--- src/design/ctt_pkg.sv ---
// Shared types and constants for the calendar timer table.
`timescale 1ns / 1ps
`default_nettype none
package ctt_pkg;

    localparam int TIME_W      = 45;
    localparam int HANDLE_IN_W = 16;
    localparam int EVENT_IN_W  = 16;

    localparam logic [13:0] YEAR_MIN  = 14'd1901;
    localparam logic [13:0] YEAR_MAX  = 14'd2099;
    localparam logic [1:0]  LEAP_MASK = 2'h3;
    localparam logic [4:0]  FEB_LEAP  = 5'd29;
    localparam logic [3:0]  FEBRUARY  = 4'd2;

    localparam logic [4:0] MONTH_LEN [12] = '{
        5'd31, 5'd28, 5'd31, 5'd30, 5'd31, 5'd30,
        5'd31, 5'd31, 5'd30, 5'd31, 5'd30, 5'd31
    };

    typedef enum logic [1:0] {
        CMD_SET  = 2'd0,
        CMD_STOP = 2'd1,
        CMD_TICK = 2'd2,
        CMD_NONE = 2'd3
    } t_cmd;

    typedef enum logic [1:0] {
        KIND_HANDLE = 2'd0,
        KIND_ERROR  = 2'd1,
        KIND_FIRED  = 2'd2
    } t_kind;

    // broadcast to every cell of the chain
    typedef struct packed {
        logic claim_en;
        logic stop_en;
        logic due_en;
        logic fire_en;
    } t_cell_cmd;

    // days in a month, zero for a month out of range
    function automatic logic [4:0] month_days(input logic [3:0] mo);
        logic [4:0] d;
        d = 5'd0;
        if (mo >= 4'd1 && mo <= 4'd12) begin
            d = MONTH_LEN[4'(mo - 4'd1)];
        end
        return d;
    endfunction

endpackage
`default_nettype wire

--- src/design/ctt_time_pack.sv ---
// Calendar time check and packing into a 45-bit ordered word.
`timescale 1ns / 1ps
`default_nettype none
module ctt_time_pack
    import ctt_pkg::*;
(
    input  wire logic [13:0]       i_year,
    input  wire logic [6:0]        i_month,
    input  wire logic [6:0]        i_day,
    input  wire logic [6:0]        i_hour,
    input  wire logic [6:0]        i_minute,
    input  wire logic [6:0]        i_second,
    input  wire logic [6:0]        i_centisecond,
    output logic [TIME_W-1:0]      o_packed,
    output logic                   o_valid
);

    logic [4:0] w_dim;
    logic       w_month_ok;

    assign w_month_ok = (i_month >= 7'd1) && (i_month <= 7'd12);

    always_comb begin
        w_dim = month_days(i_month[3:0]);
        if (i_month[3:0] == FEBRUARY && (i_year[1:0] & LEAP_MASK) == 2'b00) begin
            w_dim = FEB_LEAP;
        end
    end

    assign o_valid = (i_year >= YEAR_MIN) && (i_year <= YEAR_MAX) && w_month_ok &&
                     (i_day >= 7'd1) && (i_day <= {2'b00, w_dim}) &&
                     (i_hour <= 7'd23) && (i_minute <= 7'd59) &&
                     (i_second <= 7'd59) && (i_centisecond <= 7'd99);

    assign o_packed = {i_year[11:0], i_month[3:0], i_day[4:0], i_hour[4:0],
                       i_minute[5:0], i_second[5:0], i_centisecond};

endmodule
`default_nettype wire

--- src/design/ctt_cell.sv ---
// One timer slot of the chain: storage, claim, stop and fire tokens.
`timescale 1ns / 1ps
`default_nettype none
module ctt_cell
    import ctt_pkg::*;
#(
    parameter int HANDLE_WIDTH = 16,
    parameter int EVENT_WIDTH  = 16
) (
    input  wire logic                    i_clk,
    input  wire logic                    i_rst_n,
    input  wire t_cell_cmd               i_cmd,
    input  wire logic [TIME_W-1:0]       i_time,
    input  wire logic [EVENT_WIDTH-1:0]  i_event,
    input  wire logic [HANDLE_WIDTH-1:0] i_new_handle,
    input  wire logic [HANDLE_IN_W-1:0]  i_stop_handle,
    input  wire logic                    i_claim,
    output logic                         o_claim,
    input  wire logic                    i_found,
    output logic                         o_found,
    input  wire logic                    i_fire,
    output logic                         o_fire,
    output logic                         o_due_left,
    output logic [EVENT_WIDTH-1:0]       o_event
);

    localparam int HCW = (HANDLE_WIDTH > HANDLE_IN_W) ? HANDLE_WIDTH : HANDLE_IN_W;

    logic                    r_busy;
    logic                    r_due;
    logic [HANDLE_WIDTH-1:0] r_handle;
    logic [EVENT_WIDTH-1:0]  r_event;
    logic [TIME_W-1:0]       r_expiry;

    logic w_take;
    logic w_match;
    logic w_stop;
    logic w_first_due;
    logic w_fire_here;

    // lowest free slot: token enters at index 0, passes busy cells
    assign w_take  = i_cmd.claim_en && i_claim && !r_busy;
    assign o_claim = i_claim && r_busy;

    // highest matching slot: token enters at the top index
    assign w_match = r_busy && (HCW'(r_handle) == HCW'(i_stop_handle));
    assign w_stop  = i_cmd.stop_en && w_match && !i_found;
    assign o_found = i_found || w_match;

    // lowest due slot fires; due-left and event do not depend on the enable
    assign w_first_due = i_fire && r_due;
    assign w_fire_here = i_cmd.fire_en && w_first_due;
    assign o_fire      = i_fire && !r_due;
    assign o_due_left  = r_due && !i_fire;
    assign o_event     = w_first_due ? r_event : '0;

    always_ff @(posedge i_clk) begin
        if (!i_rst_n) begin
            r_busy <= 1'b0;
            r_due  <= 1'b0;
        end else begin
            if (w_take) begin
                r_busy <= 1'b1;
            end else if (w_stop || w_fire_here) begin
                r_busy <= 1'b0;
            end
            if (i_cmd.due_en) begin
                r_due <= r_busy && (r_expiry <= i_time);
            end else if (w_fire_here) begin
                r_due <= 1'b0;
            end
        end
    end

    always_ff @(posedge i_clk) begin
        if (w_take) begin
            r_handle <= i_new_handle;
            r_event  <= i_event;
            r_expiry <= i_time;
        end
    end

endmodule
`default_nettype wire

--- src/design/calendar_timer_table_top.sv ---
// Calendar timer table: request decode, sequencer and the chain of timer cells.
// A request is taken in S_IDLE and carried out in S_EXEC. A set gives its result
// from S_EXEC, later while the output is stalled; a stop gives none; a tick marks the
// due slots in S_EXEC and then gives its fired events from S_FIRE, one per cycle while
// taken. A new request is taken only back in S_IDLE. Synchronous reset clears all
// slots, time and counter.
`timescale 1ns / 1ps
`default_nettype none
module calendar_timer_table_top
    import ctt_pkg::*;
#(
    parameter int NUM_TIMERS   = 32,
    parameter int HANDLE_WIDTH = 16,
    parameter int EVENT_WIDTH  = 16
) (
    input  wire logic        i_clk,
    input  wire logic        i_rst_n,
    input  wire logic        i_valid,
    output logic             o_ready,
    input  wire logic [1:0]  i_cmd,
    input  wire logic [13:0] i_year,
    input  wire logic [6:0]  i_month,
    input  wire logic [6:0]  i_day,
    input  wire logic [6:0]  i_hour,
    input  wire logic [6:0]  i_minute,
    input  wire logic [6:0]  i_second,
    input  wire logic [6:0]  i_centisecond,
    input  wire logic [15:0] i_event_id,
    input  wire logic [15:0] i_handle,
    output logic             o_valid,
    input  wire logic        i_ready,
    output logic [1:0]       o_kind,
    output logic [15:0]      o_timer_handle,
    output logic [15:0]      o_fired_event,
    output logic             o_last
);

    localparam int EVW = (EVENT_WIDTH < EVENT_IN_W) ? EVENT_WIDTH : EVENT_IN_W;
    localparam int HOW = (HANDLE_WIDTH < 16) ? HANDLE_WIDTH : 16;

    typedef enum logic [1:0] {
        S_IDLE,
        S_EXEC,
        S_FIRE
    } t_state;

    t_state                  r_state, n_state;
    t_cmd                    r_cmd;
    logic [TIME_W-1:0]       r_time;
    logic                    r_tvalid;
    logic [EVENT_WIDTH-1:0]  r_ev;
    logic [HANDLE_IN_W-1:0]  r_hnd;
    logic [TIME_W-1:0]       r_cur, n_cur;
    logic [HANDLE_WIDTH-1:0] r_cnt, n_cnt;

    logic                    r_o_valid, n_o_valid;
    t_kind                   r_o_kind, n_o_kind;
    logic [15:0]             r_o_handle, n_o_handle;
    logic [15:0]             r_o_event, n_o_event;
    logic                    r_o_last, n_o_last;

    logic [TIME_W-1:0]       w_packed;
    logic                    w_pvalid;
    logic                    w_in_acc;
    logic                    w_out_free;
    logic [HANDLE_WIDTH-1:0] w_inc;
    logic [HANDLE_WIDTH-1:0] w_next_handle;
    t_cell_cmd               w_ccmd;

    logic [NUM_TIMERS:0]     w_claim;
    logic [NUM_TIMERS:0]     w_found;
    logic [NUM_TIMERS:0]     w_fire;
    logic [NUM_TIMERS-1:0]   w_due_left;
    logic [EVENT_WIDTH-1:0]  w_cell_ev [NUM_TIMERS];
    logic [EVENT_WIDTH-1:0]  w_fired_ev;

    ctt_time_pack u_pack (
        .i_year        (i_year),
        .i_month       (i_month),
        .i_day         (i_day),
        .i_hour        (i_hour),
        .i_minute      (i_minute),
        .i_second      (i_second),
        .i_centisecond (i_centisecond),
        .o_packed      (w_packed),
        .o_valid       (w_pvalid)
    );

    assign o_ready    = (r_state == S_IDLE);
    assign w_in_acc   = i_valid && o_ready;
    assign w_out_free = !r_o_valid || i_ready;

    assign w_inc         = r_cnt + HANDLE_WIDTH'(1);
    assign w_next_handle = (w_inc == '0) ? HANDLE_WIDTH'(1) : w_inc;

    assign w_claim[0]          = 1'b1;
    assign w_found[NUM_TIMERS] = 1'b0;
    assign w_fire[0]           = 1'b1;

    for (genvar g = 0; g < NUM_TIMERS; g++) begin : g_cell
        ctt_cell #(
            .HANDLE_WIDTH (HANDLE_WIDTH),
            .EVENT_WIDTH  (EVENT_WIDTH)
        ) u_cell (
            .i_clk         (i_clk),
            .i_rst_n       (i_rst_n),
            .i_cmd         (w_ccmd),
            .i_time        (r_time),
            .i_event       (r_ev),
            .i_new_handle  (w_next_handle),
            .i_stop_handle (r_hnd),
            .i_claim       (w_claim[g]),
            .o_claim       (w_claim[g+1]),
            .i_found       (w_found[g+1]),
            .o_found       (w_found[g]),
            .i_fire        (w_fire[g]),
            .o_fire        (w_fire[g+1]),
            .o_due_left    (w_due_left[g]),
            .o_event       (w_cell_ev[g])
        );
    end

    // at most one cell drives a non-zero event
    always_comb begin
        w_fired_ev = '0;
        for (int i = 0; i < NUM_TIMERS; i++) begin
            w_fired_ev = w_fired_ev | w_cell_ev[i];
        end
    end

    always_comb begin
        n_state    = r_state;
        n_cur      = r_cur;
        n_cnt      = r_cnt;
        n_o_valid  = r_o_valid && !i_ready;
        n_o_kind   = r_o_kind;
        n_o_handle = r_o_handle;
        n_o_event  = r_o_event;
        n_o_last   = r_o_last;
        w_ccmd     = '0;
        unique case (r_state)
            S_IDLE: begin
                if (w_in_acc) begin
                    n_state = S_EXEC;
                end
            end
            S_EXEC: begin
                unique case (r_cmd)
                    CMD_SET: begin
                        if (w_out_free) begin
                            n_state    = S_IDLE;
                            n_o_valid  = 1'b1;
                            n_o_last   = 1'b1;
                            n_o_handle = '0;
                            n_o_event  = '0;
                            priority if (!r_tvalid || r_ev == '0) begin
                                n_o_kind = KIND_ERROR;
                            end else if (r_time <= r_cur) begin
                                n_o_kind  = KIND_FIRED;
                                n_o_event = 16'(r_ev[EVW-1:0]);
                            end else if (w_claim[NUM_TIMERS]) begin
                                n_o_kind = KIND_ERROR;
                            end else begin
                                n_o_kind        = KIND_HANDLE;
                                n_o_handle      = 16'(w_next_handle[HOW-1:0]);
                                n_cnt           = w_next_handle;
                                w_ccmd.claim_en = 1'b1;
                            end
                        end
                    end
                    CMD_STOP: begin
                        n_state        = S_IDLE;
                        w_ccmd.stop_en = (r_hnd != '0);
                    end
                    CMD_TICK: begin
                        if (r_tvalid) begin
                            n_cur         = r_time;
                            w_ccmd.due_en = 1'b1;
                            n_state       = S_FIRE;
                        end else begin
                            n_state = S_IDLE;
                        end
                    end
                    default: begin
                        n_state = S_IDLE;
                    end
                endcase
            end
            S_FIRE: begin
                if (w_fire[NUM_TIMERS]) begin
                    n_state = S_IDLE;
                end else if (w_out_free) begin
                    w_ccmd.fire_en = 1'b1;
                    n_o_valid      = 1'b1;
                    n_o_kind       = KIND_FIRED;
                    n_o_handle     = '0;
                    n_o_event      = 16'(w_fired_ev[EVW-1:0]);
                    n_o_last       = !(|w_due_left);
                    if (!(|w_due_left)) begin
                        n_state = S_IDLE;
                    end
                end
            end
            default: begin
                n_state = S_IDLE;
            end
        endcase
    end

    always_ff @(posedge i_clk) begin
        if (!i_rst_n) begin
            r_state   <= S_IDLE;
            r_cur     <= '0;
            r_cnt     <= '0;
            r_o_valid <= 1'b0;
        end else begin
            r_state   <= n_state;
            r_cur     <= n_cur;
            r_cnt     <= n_cnt;
            r_o_valid <= n_o_valid;
        end
        r_o_kind   <= n_o_kind;
        r_o_handle <= n_o_handle;
        r_o_event  <= n_o_event;
        r_o_last   <= n_o_last;
    end

    // request capture
    always_ff @(posedge i_clk) begin
        if (w_in_acc) begin
            r_cmd    <= t_cmd'(i_cmd);
            r_time   <= w_packed;
            r_tvalid <= w_pvalid;
            r_ev     <= EVENT_WIDTH'(i_event_id[EVW-1:0]);
            r_hnd    <= i_handle;
        end
    end

    assign o_valid        = r_o_valid;
    assign o_kind         = r_o_kind;
    assign o_timer_handle = r_o_handle;
    assign o_fired_event  = r_o_event;
    assign o_last         = r_o_last;

endmodule
`default_nettype wire

--- config.mk ---
export PLATFORM = sky130hd
export DESIGN_NAME = calendar_timer_table_top
export DESIGN_NICKNAME = d
export VERILOG_FILES = /design/src/design/ctt_pkg.sv /design/src/design/ctt_time_pack.sv /design/src/design/ctt_cell.sv /design/src/design/calendar_timer_table_top.sv
export SDC_FILE = /design/constraint.sdc
export NUM_CORES = 2
export LEC_CHECK = 0
export ABC_AREA = 1
export BUFFER_PORTS_ARGS = -buffer_cell sky130_fd_sc_hd__buf_2
export CAP_MARGIN = 0
export CELL_PAD_IN_SITES_DETAIL_PLACEMENT = 1
export CELL_PAD_IN_SITES_GLOBAL_PLACEMENT = 1
export CORE_UTILIZATION = 45
export DETAILED_ROUTE_END_ITERATION = 8
export GPL_ROUTABILITY_DRIVEN = 0
export PLACE_DENSITY_LB_ADDON = 0.3
export SKIP_LAST_GASP = 1
export SYNTH_ARGS = -nofsm -noshare
export SYNTH_HDL_FRONTEND = slang
export SYNTH_SLANG_ARGS = --single-unit
--- constraint.sdc ---
create_clock -name i_clk -period 5.3 [get_ports i_clk]
set_clock_uncertainty 0.1 [all_clocks]
set_input_delay 0 -clock i_clk [delete_from_list [all_inputs] [get_ports i_clk]]
set_output_delay 0 -clock i_clk [all_outputs]
set_load 0.05 [all_outputs]
Yosys cells after proc, flatten, opt, wreduce, memory -nomap -nowiden
Memories as Yosys holds them, arrays and structs flattened. Index checks and enable logic that the tools add are counted.

Bits in writable memories: 0. Bits in read-only memories: 80. Output and inout port bits: 37. Memories: 1. Latch bits: 0. Flip-flop bits (word level): 2707. Logic and storage cells: 1147.

Div/mod/pow operators: 0. Add/subtract/negate cells: 2. Multiply operators: 0. Multiplexer cells: 217. Reductions and logical operators: 628. Bitwise operators: 35. Equal/unequal tests: 45. $lt $le $gt $ge: 46. Shift operators: 0.

Memories: (name not given) (words 16, bits a word 5, rd ports 1, clocked after memory_dff 0, wr ports 0, RTL line ctt_pkg.sv:47) `d = MONTH_LEN[4'(mo - 4'd1)];`.

Operator list (count): 45-bit less-or-equal comparator (33); 16-bit 2-to-1 mux (46); 16-bit equality test (32); 16-bit OR (31); 1-bit logical AND (359); 1-bit 2-to-1 mux (147); 2-bit nonzero test (65); 1-bit logical NOT (129); 1-bit logical OR (64); 16-bit one-hot mux with 2 select lines (2); 16-bit logical NOT (2); 31-bit OR reduction (1); 2-bit 2-to-1 mux (12); 5-bit 2-to-1 mux (4); 16-bit by 1-bit adder with 16-bit output (second input constant) (1); 16-bit nonzero test (1); 14-bit by 11-bit >= comparator with 1-bit output (second input constant) (1); 7-bit by 1-bit >= comparator with 1-bit output (second input constant) (2); 14-bit by 12-bit less-or-equal comparator with 1-bit output (second input constant) (1); 7-bit by 6-bit less-or-equal comparator with 1-bit output (second input constant) (2); 2-bit one-hot mux with 2 select lines (2); 7-bit by 4-bit less-or-equal comparator with 1-bit output (second input constant) (1); 7-bit by 5-bit less-or-equal comparator with 1-bit output (1); 7-bit by 5-bit less-or-equal comparator with 1-bit output (second input constant) (1); other kinds (22) (33).

Longest topological paths before layout
Word-level depth: 42. Gate-level depth with buffers: 33.

Cells and area by module
Synthesis repeated with hierarchy kept, for this count alone.

Cells, all modules: 14257. Area total of the unflattened synthesis: 142584.2 sq um.

By module, submodules not included: ctt_cell (area an instance 4144.0 sq um, times used 32, cells each 410); calendar_timer_table_top (area an instance 9213.8 sq um, times used 1, cells each 1004); ctt_time_pack (area an instance 763.2 sq um, times used 1, cells each 133).

Least setup slack after synthesis
Ideal clock, no wire load.

Path type: flip-flop to flip-flop. From: register r_time[0]. To: register g_cell[10].u_cell.r_event[0] (enable). Arrival time: 4607 ps. Data required time: 4769 ps. Period minus slack after synthesis: 5137 ps. Slack: 163 ps. Library setup time: 431 ps. Buffers on the path: 1. Cell stages (with the launch flop): 15. Cells stage by stage: edfxtp_1 inv_1 ha_1 nor2_1 o21ai_0 nand2_1 a21oi_1 o21ai_0 a2111oi_0 o21ai_0 nand2_1 nor2_1 buf_6 nand3_1 inv_1.

Longest elaborated chain between the ends: 8.

Ends and longest elaborated chain: start, declared (RTL line calendar_timer_table_top.sv:49) `logic [TIME_W-1:0] r_time;`; start signal, assigned (RTL line calendar_timer_table_top.sv:232) `r_time <= w_packed;`; 45-bit less-or-equal comparator (RTL line calendar_timer_table_top.sv:158) `end else if (r_time <= r_cur) begin`; 1-bit 2-to-1 mux (RTL line calendar_timer_table_top.sv:158); 1-bit 2-to-1 mux (RTL line calendar_timer_table_top.sv:156) `priority if (!r_tvalid || r_ev == '0) begin`; 1-bit 2-to-1 mux (RTL line calendar_timer_table_top.sv:150) `if (w_out_free) begin`; 1-bit 2-to-1 mux (RTL line calendar_timer_table_top.sv:148) `unique case (r_cmd)`; 3-bit 2-to-1 mux (RTL line calendar_timer_table_top.sv:141) `unique case (r_state)`; 1-bit logical AND (2 in series) (RTL line ctt_cell.sv:42) `assign w_take = i_cmd.claim_en && i_claim && !r_busy;`; net g_cell[10].u_cell.w_take (RTL line ctt_cell.sv:35) `logic w_take;`; end signal, assigned (RTL line ctt_cell.sv:78) `r_event <= i_event;`; end, declared (RTL line ctt_cell.sv:32) `logic [EVENT_WIDTH-1:0] r_event;`.

The timed path passes the listed nets, and every way through them passes these cells. A chain may end at the register's enable or synchronous reset.

Final worst setup path
From: register g_cell[0].u_cell.r_busy. To: register g_cell[29].u_cell.r_expiry[35] (enable).

Longest elaborated chain between the ends: 39.

Ends and longest elaborated chain: start, declared (RTL line ctt_cell.sv:29) `logic r_busy;`; start signal, assigned (RTL line ctt_cell.sv:59) `r_busy <= 1'b0;`; start signal, assigned (RTL line ctt_cell.sv:63) `r_busy <= 1'b1;`; start signal, assigned (RTL line ctt_cell.sv:65) `r_busy <= 1'b0;`; 1-bit logical AND (*) (28 in series) (RTL line ctt_cell.sv:43) `assign o_claim = i_claim && r_busy;`; 1-bit logical AND (3 in series) (RTL line ctt_cell.sv:43); 1-bit 2-to-1 mux (RTL line calendar_timer_table_top.sv:161) `end else if (w_claim[NUM_TIMERS]) begin`; 1-bit 2-to-1 mux (RTL line calendar_timer_table_top.sv:158); 1-bit 2-to-1 mux (RTL line calendar_timer_table_top.sv:156); 1-bit 2-to-1 mux (RTL line calendar_timer_table_top.sv:150); 1-bit 2-to-1 mux (RTL line calendar_timer_table_top.sv:148); 3-bit 2-to-1 mux (RTL line calendar_timer_table_top.sv:141); 1-bit logical AND (*) (2 in series) (RTL line ctt_cell.sv:42); net g_cell[29].u_cell.w_take (RTL line ctt_cell.sv:35); end signal, assigned (RTL line ctt_cell.sv:79) `r_expiry <= i_time;`; end, declared (RTL line ctt_cell.sv:33) `logic [TIME_W-1:0] r_expiry;`.

Mark *: on every way through the listed nets, which the timed path passes. The rest lies on a longest branch.

==> impl_metrics.env <==
export IMPL_status="finished, final reports clean"
export IMPL_grt_pass1_vias=98610
export IMPL_avgViaCountPerCell=6.154
export IMPL_drtIter0Drc=10440
export IMPL_cap_violations=0
export IMPL_hp_class="in -> reg"
export IMPL_synth_top_flop_cell="edfxtp_1"
export IMPL_grt_pass1_wl_microns=680000
export IMPL_dp_hpwl_microns=311500
export IMPL_ant_nets=0
export IMPL_worst_slack_ns=0.1999
export IMPL_grt_max_degree=78
export IMPL_die_x_microns=535.8
export IMPL_overflow=0
export IMPL_numCtsBuffers=298
export IMPL_track_usage_pct=33.14
export IMPL_fin_crit_sh_pct=96.23
export IMPL_crit_path_max_incr_delay_ns=0.35
export IMPL_rrSetupSlack_ns=0.20
export IMPL_synth_top_area_cell="edfxtp_1"
export IMPL_ys_top_cells_by_count="edfxtp_1, nand2_1, ha_1, a21oi_1, inv_1"
export IMPL_placed_area_sq_um=137400
export IMPL_syn_avg_cell_area_sq_um=12.48
export IMPL_area_delta_synth_final_pct=15.94
export IMPL_netlist_cell_type_count=65
export IMPL_setup_worst_path_start_class="flip-flop"
export IMPL_crit_family="simple AND/OR/NAND/NOR gates"
export IMPL_place_ws_ns=0.3403
export IMPL_synth_most_common_cell="edfxtp_1"
export IMPL_fp_dieH_microns=535.8
export IMPL_setup_violations=0
export IMPL_nNetsFinal=12740
export IMPL_insertion_delay_ns=0.94
export IMPL_synth_area_sq_um=128200
export IMPL_fin_area_sq_um=148700
export IMPL_die_area_sq_um=287100
export IMPL_crit_path_frequent_cell="nand2_1"
export IMPL_yosys_register_bits=2707
export IMPL_io_pins=131
export IMPL_final_layout_size_suffix_gt1_share_pct=10.50
export IMPL_initial_core_util_pct=45.35
export IMPL_finalHoldViolCount=0
export IMPL_postLayoutCoreUtil_pct=52.58
export IMPL_cts_root_buf="clkbuf_16"
export IMPL_synth_edf_count=2579
export IMPL_yosysTopAreaCellShare_pct=60.39
export IMPL_cp_arrival_ns=5.62
export IMPL_p_total_mw=50.10
export IMPL_antenna_found_initial=42
export IMPL_crit_type="reg -> reg"
export IMPL_peakVddDrop_v=0.0003252
export IMPL_crit_buf_inv=4
export IMPL_core_area_sq_um=282800
export IMPL_cp_end_kind="flip-flop"
export IMPL_port_buffers=130
export IMPL_path_clk_slew_ns=0.06
export IMPL_fp_row_count=195
export IMPL_syn_inst=10280
export IMPL_cts_tree="yes"
export IMPL_rsz0062_at_grt="true"
export IMPL_powerDensity_nw_per_um2=337.0
export IMPL_synth_fp_nets=11860
export IMPL_synthTopCellsByArea="edfxtp_1, ha_1, nand2_1"
export IMPL_leakagePower_nw=56.91
export IMPL_num_vias=93190
export IMPL_crit_path_top_delay_cell="dfxtp_2"
export IMPL_drc=0
export IMPL_final_max_slew_violation_count=0
export IMPL_async_flop_share_pct=0
export IMPL_timing_fmax_mhz=196.1
export IMPL_wl_microns=482200
export IMPL_fin_crit_ns=5.100
export IMPL_worst_pin_slew_ns=1.285
export IMPL_slew_limit_headroom_pct=13.43
export IMPL_h_tree_depth=5
export IMPL_drt_pass1_iter_count=6
export IMPL_placedCellCount=14420
export IMPL_final_cells=15140
export IMPL_worstPathMaxFanout=22
export IMPL_wl_per_cell_microns=31.85
export IMPL_clock_sinks=2707
export IMPL_ys_seq_area_share_pct=62.39
export IMPL_clockBufferDepth=4
export IMPL_crit_required_ns=5.82
export IMPL_ys_warn_count=0
[cells by family after synthesis]
| logic type | share of synthesized area, % |
|---|---|
| adder cells (fa/ha/maj) | 14.58 |
| AO/OA/AOI/OAI | 7.754 |
| XOR/XNOR | 1.079 |
| buffers and inverters | 2.751 |
| AND/OR/NAND/NOR | 11.45 |
| flip-flops | 62.39 |
[state kept, by name, summed over array words and instances, names as in the netlist, 2 cells and up]
register / cells
r_state: 2
g_cell.u_cell.r_due: 32
o_fired_event: 16
o_kind: 2
g_cell.u_cell.r_handle: 512
g_cell.u_cell.r_event: 512
g_cell.u_cell.r_busy: 32
r_cur: 45
r_ev: 16
r_time: 45
g_cell.u_cell.r_expiry: 1440
r_hnd: 16
o_timer_handle: 16
r_cmd: 2
r_cnt: 16
[area by class of cell]
type	instances	area [sq um]
clock inverters	129	1135
repair buffers	744	6506
diodes	15	37.54
well taps	3743	4683
flip-flops and latches	2707	80010
clock buffers	405	8150
fillers	28510	134100
repair inverters	2	17.52
inverters	751	3028
multi-input cells	6646	45120
[path summary, 6_finish.rpt]
path / endpoint / from / depth (start not counted)
worst min register to register: r_cur[15] / r_cur[15] / 2
worst max register to register: g_cell[29].u_cell.r_expiry[35] / g_cell[0].u_cell.r_busy / 34
worst min-delay path: r_tvalid / i_month[5] / 5
worst max-delay path: g_cell[29].u_cell.r_expiry[35] / g_cell[0].u_cell.r_busy / 34
[placed cells by master, fill, tap and decap left out, types with 45 or more instances in the layout]
master         synthesis  layout
nor3_1               157     151
or2_2                 66      66
edfxtp_1            2579    2579
nand3_1              377     373
buf_4                  5     380
inv_1                740     660
nor2_1               519     508
dlygate4sd3_1          0     164
dfxtp_1              128     127
clkbuf_16              0     308
o21a_1                61      61
clkbuf_1             120      88
buf_12                 0      62
clkinv_1              10      75
nand4_1              298     298
buf_2                 15     130
o22ai_1               65      65
a211oi_1              63      63
nor4_1               133     131
xor2_1               113     103
xnor2_1               45      45
a21oi_1              789     788
a221oi_1              48      48
nand2_1             1677    1675
o21ai_0              373     372
ha_1                1494    1494
o211ai_1              46      46
[report_power, final]
| group | switching, mW | internal (mW) |
|---|---|---|
| clock | 8.89 | 11.5 |
| combinational | 4.33 | 1.60 |
| sequential | 0.112 | 23.7 |
| total | 13.3 | 36.8 |
[tightest hold or removal path: cells and delay by family]
family / cells / cell delay, ns
AOI/OAI and AO/OA: 2 / 0.29
buffers and inverters: 1 / 0.08
and+or+nand+nor: 2 / 0.52
[through the flow]
stage	hold slack [ns]	setup TNS, ns
after floorplan	-0.001131	0
after global placement	0.07834	0
after detailed placement	0.07958	0
after CTS	0.01951	0
after global routing	0.06321	-57.65
final	0.09227	0
[layer usage]
metal  routed length [microns]  GRT usage (%)  vias up  part of all wire [%]
met5                       103              0        -                 0.021
met4                     36060          21.57       16                   7.5
met3                     41290          5.268     1265                   8.6
met2                    224600          54.52     4525                    47
met1                    180200          40.56    47390                    37
li1                          -              -    40000                     -
[what timing repair did]
action	4_1_cts	5_1_grt
setup buffers	0	2
hold endpoints to repair	178	0
resized for setup	0	50
hold buffers	164	0
endpoints found under the setup margin	0	2051
(Power assumes the default switching activity.)
